--- src/hw/rtl/tcpq_pkg.sv ---
`timescale 1ns / 1ps
// ----------------------------------------------------------------------------
// tcpq_pkg: shared definitions of the two-class priority queue
// Holds the queue depth, derived widths, operation codes and the per-cell
// control word that the top level drives into the cell chain.
// ----------------------------------------------------------------------------
package tcpq_pkg;

  localparam int CAPACITY = 16;
  localparam int CntW     = $clog2(CAPACITY + 1);
  localparam int IdxW     = (CAPACITY > 1) ? $clog2(CAPACITY) : 1;
  localparam int IdW      = 16;
  localparam int KeyW     = 8;

  localparam logic [1:0] OP_INSERT   = 2'd0;
  localparam logic [1:0] OP_SERVE    = 2'd1;
  localparam logic [1:0] OP_WITHDRAW = 2'd2;
  localparam logic [1:0] OP_QUERY    = 2'd3;

  typedef enum logic [1:0] {
    MV_HOLD = 2'd0,
    MV_LOAD = 2'd1,
    MV_PREV = 2'd2,
    MV_NEXT = 2'd3
  } cell_mv_e;

  typedef struct packed {
    cell_mv_e mv;
  } cell_ctrl_t;

endpackage

--- src/hw/rtl/tcpq_cell.sv ---
`timescale 1ns / 1ps
// ----------------------------------------------------------------------------
// tcpq_cell: one slot of the queue
// Stores an id and a key, compares its id with the request id, and takes
// new data from the request, its tail-side or its head-side neighbor.
// ----------------------------------------------------------------------------
module tcpq_cell import tcpq_pkg::*; (
  input  logic            clk_i,
  input  cell_ctrl_t      ctrl_i,
  input  logic            in_use_i,
  input  logic [IdW-1:0]  cmp_id_i,
  input  logic [KeyW-1:0] new_key_i,
  input  logic [IdW-1:0]  prev_id_i,
  input  logic [KeyW-1:0] prev_key_i,
  input  logic [IdW-1:0]  next_id_i,
  input  logic [KeyW-1:0] next_key_i,
  output logic [IdW-1:0]  id_o,
  output logic [KeyW-1:0] key_o,
  output logic            hit_o
);

  logic [IdW-1:0]  id_q, id_d;
  logic [KeyW-1:0] key_q, key_d;

  always_comb begin
    id_d  = id_q;
    key_d = key_q;
    unique case (ctrl_i.mv)
      MV_HOLD: begin
        id_d  = id_q;
        key_d = key_q;
      end
      MV_LOAD: begin
        id_d  = cmp_id_i;
        key_d = new_key_i;
      end
      MV_PREV: begin
        id_d  = prev_id_i;
        key_d = prev_key_i;
      end
      MV_NEXT: begin
        id_d  = next_id_i;
        key_d = next_key_i;
      end
      default: begin
        id_d  = id_q;
        key_d = key_q;
      end
    endcase
  end

  // Payload only: slots beyond the occupancy are never looked at.
  always_ff @(posedge clk_i) begin
    id_q  <= id_d;
    key_q <= key_d;
  end

  assign id_o  = id_q;
  assign key_o = key_q;
  assign hit_o = in_use_i && (id_q == cmp_id_i);

endmodule

--- src/hw/rtl/two_class_priority_queue_top.sv ---
`timescale 1ns / 1ps
// ----------------------------------------------------------------------------
// two_class_priority_queue_top: bounded two-class queue with cancel
// A chain of slot cells holds the preferred class at the head and the
// non-preferred class behind it; inserts, serves and withdrawals shift the
// chain by one slot.
// ----------------------------------------------------------------------------
//
//  Channel   Signals                                      Direction
//  -------   -------------------------------------------  ---------
//  request   in_valid_i, in_stall_o, op_i, entry_id_i,     in
//            entry_key_i
//  result    out_valid_o, out_stall_i, success_o,          out
//            served_id_o, found_key_o, occupancy_o
//  config    cfg_we_i, cfg_wdata_i (priority threshold)    in
//
// All cells compare their id with the request in parallel and the whole
// chain shifts at the same edge, so one beat per cycle is sustained while
// the result side does not stall. The result is loaded into the output
// register on acceptance. The request side stalls only while a result
// beat waits and the result side stalls it. Reset empties the queue
// at once (no clearing pass) and loads a threshold of 60.
//
module two_class_priority_queue_top import tcpq_pkg::*; (
  input  logic                   clk_i,
  input  logic                   rst_ni,
  input  logic                   in_valid_i,
  output logic                   in_stall_o,
  input  logic [1:0]             op_i,
  input  logic [IdW-1:0]         entry_id_i,
  input  logic [KeyW-1:0]        entry_key_i,
  output logic                   out_valid_o,
  input  logic                   out_stall_i,
  output logic                   success_o,
  output logic [IdW-1:0]         served_id_o,
  output logic signed [KeyW:0]   found_key_o,
  output logic [CntW-1:0]        occupancy_o,
  input  logic                   cfg_we_i,
  input  logic [KeyW-1:0]        cfg_wdata_i
);

  // Cell chain signals.
  cell_ctrl_t      ctrl  [CAPACITY];
  logic [IdW-1:0]  ids   [CAPACITY];
  logic [KeyW-1:0] keys  [CAPACITY];
  logic [CAPACITY-1:0] hit;

  // Control state.
  logic [CntW-1:0] count_q, count_d;
  logic [CntW-1:0] pcount_q, pcount_d;
  logic [KeyW-1:0] thr_q;

  // Result register.
  logic                 out_valid_q, out_valid_d;
  logic                 success_q, success_d;
  logic [IdW-1:0]       served_q, served_d;
  logic signed [KeyW:0] found_q, found_d;
  logic [CntW-1:0]      occ_q;

  logic            accept;
  logic            any_hit;
  logic [IdxW-1:0] hit_pos;
  logic [KeyW-1:0] hit_key;
  logic            pref;
  logic            ins_ok, srv_ok, wd_ok, rm_ok;
  logic [CntW-1:0] ins_at;
  logic [CntW-1:0] rm_pos;

  assign in_stall_o = out_valid_q && out_stall_i;
  assign accept     = in_valid_i && !in_stall_o;

  // Ids are unique, so at most one cell hits and an OR of the hit cells
  // yields its position and key.
  always_comb begin
    any_hit = 1'b0;
    hit_pos = '0;
    hit_key = '0;
    for (int i = 0; i < CAPACITY; i++) begin
      if (hit[i]) begin
        any_hit = 1'b1;
        hit_pos = hit_pos | IdxW'(i);
        hit_key = hit_key | keys[i];
      end
    end
  end

  always_comb begin
    pref   = (entry_key_i >= thr_q);
    ins_ok = accept && (op_i == OP_INSERT) && !any_hit &&
             (count_q < CntW'(CAPACITY));
    srv_ok = accept && (op_i == OP_SERVE) && (count_q != '0);
    wd_ok  = accept && (op_i == OP_WITHDRAW) && any_hit;
    rm_ok  = srv_ok || wd_ok;
    ins_at = pref ? pcount_q : count_q;
    rm_pos = srv_ok ? '0 : CntW'(hit_pos);
  end

  // Per-cell moves: an insert opens a gap at its place by moving later
  // entries toward the tail; a removal closes the gap toward the head.
  always_comb begin
    for (int i = 0; i < CAPACITY; i++) begin
      ctrl[i].mv = MV_HOLD;
      if (ins_ok) begin
        if (CntW'(i) == ins_at) begin
          ctrl[i].mv = MV_LOAD;
        end else if (CntW'(i) > ins_at) begin
          ctrl[i].mv = MV_PREV;
        end
      end else if (rm_ok) begin
        if (CntW'(i) >= rm_pos) begin
          ctrl[i].mv = MV_NEXT;
        end
      end
    end
  end

  for (genvar g = 0; g < CAPACITY; g++) begin : g_cell
    logic [IdW-1:0]  prev_id, next_id;
    logic [KeyW-1:0] prev_key, next_key;

    if (g == 0) begin : g_head
      assign prev_id  = entry_id_i;
      assign prev_key = entry_key_i;
    end else begin : g_body
      assign prev_id  = ids[g-1];
      assign prev_key = keys[g-1];
    end

    if (g == CAPACITY - 1) begin : g_tail
      assign next_id  = ids[g];
      assign next_key = keys[g];
    end else begin : g_inner
      assign next_id  = ids[g+1];
      assign next_key = keys[g+1];
    end

    // A cell takes part in the id compare only while it is occupied.
    tcpq_cell u_cell (
      .clk_i      (clk_i),
      .ctrl_i     (ctrl[g]),
      .in_use_i   (CntW'(g) < count_q),
      .cmp_id_i   (entry_id_i),
      .new_key_i  (entry_key_i),
      .prev_id_i  (prev_id),
      .prev_key_i (prev_key),
      .next_id_i  (next_id),
      .next_key_i (next_key),
      .id_o       (ids[g]),
      .key_o      (keys[g]),
      .hit_o      (hit[g])
    );
  end

  // Counters. A removal in front of the class boundary moves the boundary.
  always_comb begin
    count_d  = count_q;
    pcount_d = pcount_q;
    if (ins_ok) begin
      count_d = count_q + CntW'(1);
      if (pref) begin
        pcount_d = pcount_q + CntW'(1);
      end
    end else if (rm_ok) begin
      count_d = count_q - CntW'(1);
      if (rm_pos < pcount_q) begin
        pcount_d = pcount_q - CntW'(1);
      end
    end
  end

  always_comb begin
    success_d = ins_ok || rm_ok ||
                ((op_i == OP_QUERY) && any_hit);
    served_d  = srv_ok ? ids[0] : '0;
    found_d   = ((op_i == OP_QUERY) && any_hit) ? $signed({1'b0, hit_key}) : '1;
  end

  always_comb begin
    if (accept) begin
      out_valid_d = 1'b1;
    end else if (out_stall_i) begin
      out_valid_d = out_valid_q;
    end else begin
      out_valid_d = 1'b0;
    end
  end

  always_ff @(posedge clk_i or negedge rst_ni) begin
    if (!rst_ni) begin
      count_q     <= '0;
      pcount_q    <= '0;
      thr_q       <= KeyW'(60);
      out_valid_q <= 1'b0;
    end else begin
      count_q     <= count_d;
      pcount_q    <= pcount_d;
      out_valid_q <= out_valid_d;
      if (cfg_we_i) begin
        thr_q <= cfg_wdata_i;
      end
    end
  end

  // Result payload is loaded on acceptance only, so it holds while stalled.
  always_ff @(posedge clk_i) begin
    if (accept) begin
      success_q <= success_d;
      served_q  <= served_d;
      found_q   <= found_d;
      occ_q     <= count_d;
    end
  end

  assign out_valid_o = out_valid_q;
  assign success_o   = success_q;
  assign served_id_o = served_q;
  assign found_key_o = found_q;
  assign occupancy_o = occ_q;

endmodule

--- config.mk ---
export PLATFORM = sky130hd
export DESIGN_NAME = two_class_priority_queue_top
export DESIGN_NICKNAME = d
export VERILOG_FILES = /design/src/hw/rtl/tcpq_pkg.sv /design/src/hw/rtl/tcpq_cell.sv /design/src/hw/rtl/two_class_priority_queue_top.sv
export SDC_FILE = /design/constraint.sdc
export NUM_CORES = 1
export LEC_CHECK = 0
export BUFFER_PORTS_ARGS = -buffer_cell sky130_fd_sc_hd__buf_2
export CORE_MARGIN = 2
export CORE_UTILIZATION = 50
export DETAILED_ROUTE_END_ITERATION = 10
export PLACE_DENSITY = 0.7
export SETUP_SLACK_MARGIN = 0.3
export SYNTH_ARGS = -nofsm -noshare
export SYNTH_HDL_FRONTEND = slang
export SYNTH_SLANG_ARGS = --single-unit
export TNS_END_PERCENT = 100
--- constraint.sdc ---
create_clock -name clk_i -period 6.15 [get_ports clk_i]
set_clock_uncertainty 0.05 [all_clocks]
set_input_delay 1.23 -clock clk_i [delete_from_list [all_inputs] [get_ports clk_i]]
set_output_delay 1.23 -clock clk_i [all_outputs]
set_load 0.01 [all_outputs]
==> summary.md <==
Summed over all layers, the routed wires come to 97.8 mm. The worst path in the final design needs a cycle of 5200 ps, including I/O delays and setup. Prior to clock tree synthesis, the placed netlist has a worst setup slack of 447 ps. For the worst setup path, the data required time is 6390 ps. From synthesis to final layout, the design area changed by 12.2%. Library cell occupying the most area in the post-synthesis netlist: edfxtp_1. Once layout is done, the placed cells without fillers occupy 0.0293 mm^2. Sorting the synthesized cells by area gives the leading types as edfxtp_1 (48%), a221o_1 (8.2%), xor2_1 (4.7%). The proportion of layout cells with a drive suffix above 1 is 14.0%, and the reported leakage power is 10.3 nW. The final reports fail on DRC. The clock root buffer is clkbuf_16.

Number of hold violations in the final report: 0. The floorplan step defined a die boundary enclosing 0.0540 mm^2. For the final total negative setup slack, the log shows 0 ps. The maximum clock rate came out at 192 MHz.

Once placement completed, the tool counted placed cells totaling 3004. Setup violations remaining at the end of the flow were counted as 0. Once the clock tree was built, the setup fixing pass inserted 0 buffers. Sequential elements use 49.6% of the synthesized area. The worst-case IR drop observed on VDD is 0.000248 V. In this run, synthesis inferred 415 flip-flops with an integrated enable. After detailed routing, the number of remaining DRC violations is 2. Yosys printed 0 warnings. For this run the aggregate overflow at the end of global routing stands at 0. The horizontal die dimension works out to 232 um. Worst hold path class: register to register.

For this run, the leading register cell type out of synthesis is edfxtp_1. CTS saw 434 sinks. Dividing the detail-routed via count by the number of cells gives 7.09. The type of destination of the critical path is a register. The mean instance size in the synthesized netlist was 11.2 um^2. The run gives 0 as the number of slew-limit violations in the final report. Critical setup path kind: primary input to register. The combined global-route utilization of all metal layers is 35.8%. After synthesis the cells add up to 0.0261 mm^2. Clock buffer count from CTS: 49. The count of cells in the finished layout, fillers not included, comes to 3090. The worst pin sits at a relative slew slack of 21.1%. In this run, the number of DRC markers left after iteration 0 of detailed routing was 3639. The data arrival at the endpoint of the critical path is 5440 ps, and the actual transition at the worst max-transition pin is 1180 ps.

The post-route worst setup slack is 948 ps, and the share of the synthesized area in the top cell type is 47.8%. In the final routed layout, each cell accounts on average for 31.7 um. The repair_antennas step left the layout with diodes totalling 0. For this run, the share of the core covered by cells in the final layout is 57.0%. The tools report the pin count of the biggest net entering global routing as 57. The port buffer count was 71; the effective utilization at floorplan was 50.7%.

Yosys instantiated no cell more often than edfxtp_1. The H-tree was split into 2 levels. For the cell count after synthesis, the log shows 2336.

For the number of global-route vias before repair, the log shows 20300. The flow ran to the end, but the final reports show violations. Detailed placement ended at an HPWL of 74.3 mm.

Buffers inserted to repair hold after CTS numbered 0. Setup repair after global routing left no endpoint under its margin. Of all nets on the critical path, the largest fanout is 19. After the last flow step, the layout net total stands at 2434. The synthesized netlist contains 78 unique library cells. Number of max-capacitance violations reported: 0. The worst setup path is launched from a primary input.

When the netlist entered floorplanning its net count stood at 2395. The quantity of gates resized following cts is 0, and the final weighted congestion in routability-driven placement is 0.994. The final clock period utilization by the worst path came out at 84.6%.

The total power came out at 9.00 mW. Core box area: 0.0514 mm^2. The cell area reported after detailed placement was 0.0278 mm^2. Measured along the y axis, the die boundary spans 232 um. Final hold analysis gives a worst-case slack of 444 ps.

The first global-routing pass estimated 141 mm of wire. The logs give 600 ps for the clock network latency to the later pin of the worst-skew pair and 3 for the initial antenna violation count. The detail route stage leaves a number of antenna-violating nets equal to 0.

For this design the ratio of total power to cell area is 307 mW/mm^2. After clock tree synthesis, the clock-pin slew on the worst setup and hold paths is 60 ps. TritonCTS built the clock tree.

Across all layers, the routed design uses 21900 vias. Of all flip-flops after synthesis, the portion carrying an async set or reset was 4.38%. After synthesis, the most frequently instantiated cells are edfxtp_1 (415), a221o_1 (215), xor2_1 (139), xnor2_1 (123), inv_1 (119). The initialized floorplan defines 83 standard-cell rows.

The run gives 72 as the total I/O pin count. The maximum root-to-sink buffer count was 3. The synthesized flop and latch total came out at 434. The first detailed-routing pass ran for 10 iterations.
flip-flops by register name (all words and copies together), names as in the netlist:
register,count
g_cell.u_cell.id_o,256
g_cell.u_cell.key_o,128
served_id_o,16
found_key_o,9
thr_q,8
count_q,5
occupancy_o,5
pcount_q,5
out_valid_o,1
success_o,1
where the power goes:
group / total (mW) / internal, mW / switching [mW]
Clock: 2.89 / 1.63 / 1.26
Sequential: 4.01 / 3.64 / 0.374
Combinational: 2.10 / 0.732 / 1.37
final cells by class:
cell class              count  area, um^2
multi-input cells        1567       11900
fillers                  4346       22100
inverters                 121         454
well taps                 680         851
flip-flops and latches    434       12900
clock inverters            24         213
clock buffers              62        1280
repair buffers            202        1660
placed cells by master, fill, tap and decap left out, types with 55 or more instances in the layout:
cell,n
a221o_1,215
a22oi_1,65
and2_1,106
and3_1,75
buf_2,71
buf_4,105
edfxtp_1,415
inv_1,119
nand2_1,97
nand3_1,79
nor3_1,86
nor4_1,55
o221ai_1,72
xnor2_1,123
xor2_1,139
cells by family (layout without fill, tap and decap cells):
group,after synthesis,in the layout,synth area share [%]
simple gates,674,674,14.7
compound gates,572,572,18.7
flops,434,434,49.6
buf+inv,335,409,5.62
xor+xnor,262,262,8.80
mux,39,39,1.64
fa+ha+maj,20,20,0.988
worst max-delay path, stage by stage:
cell and delay, ps:
buf_2 380, buf_4 280, xor2_1 400, nor4_1 140, nand3_1 110, nor4b_1 60, buf_4 150, a2111oi_0 660
buf_4 220, nand4b_1 240, nor3b_2 670, o21bai_2 350, buf_4 330, o221ai_1 170
final timing paths:
kind	start	slack, ps	to	depth (start not counted)
max	entry_id_i[1]	950	g_cell[6].u_cell.id_o[1]$_DFFE_PP_	14
min	thr_q[3]$_DFFE_PN1P_	440	thr_q[3]$_DFFE_PN1P_	2
max reg2reg	count_q[4]$_DFF_PN0_	1180	g_cell[6].u_cell.id_o[1]$_DFFE_PP_	12
min reg2reg	thr_q[3]$_DFFE_PN1P_	440	thr_q[3]$_DFFE_PN1P_	2
max in group asynchronous	rst_ni	5170	thr_q[3]$_DFFE_PN1P_	1
min in group asynchronous	rst_ni	530	out_valid_o$_DFFE_PN0P_	1
layer usage:
metal	global-route usage, %	wire length (um)	up-vias
met2	51.7	41200	1601
met3	9.69	12800	180
met5	0.460	51	-
met1	52.3	40800	10800
li1	-	-	9283
met4	10.8	2980	4
(Power assumes the default switching activity.)
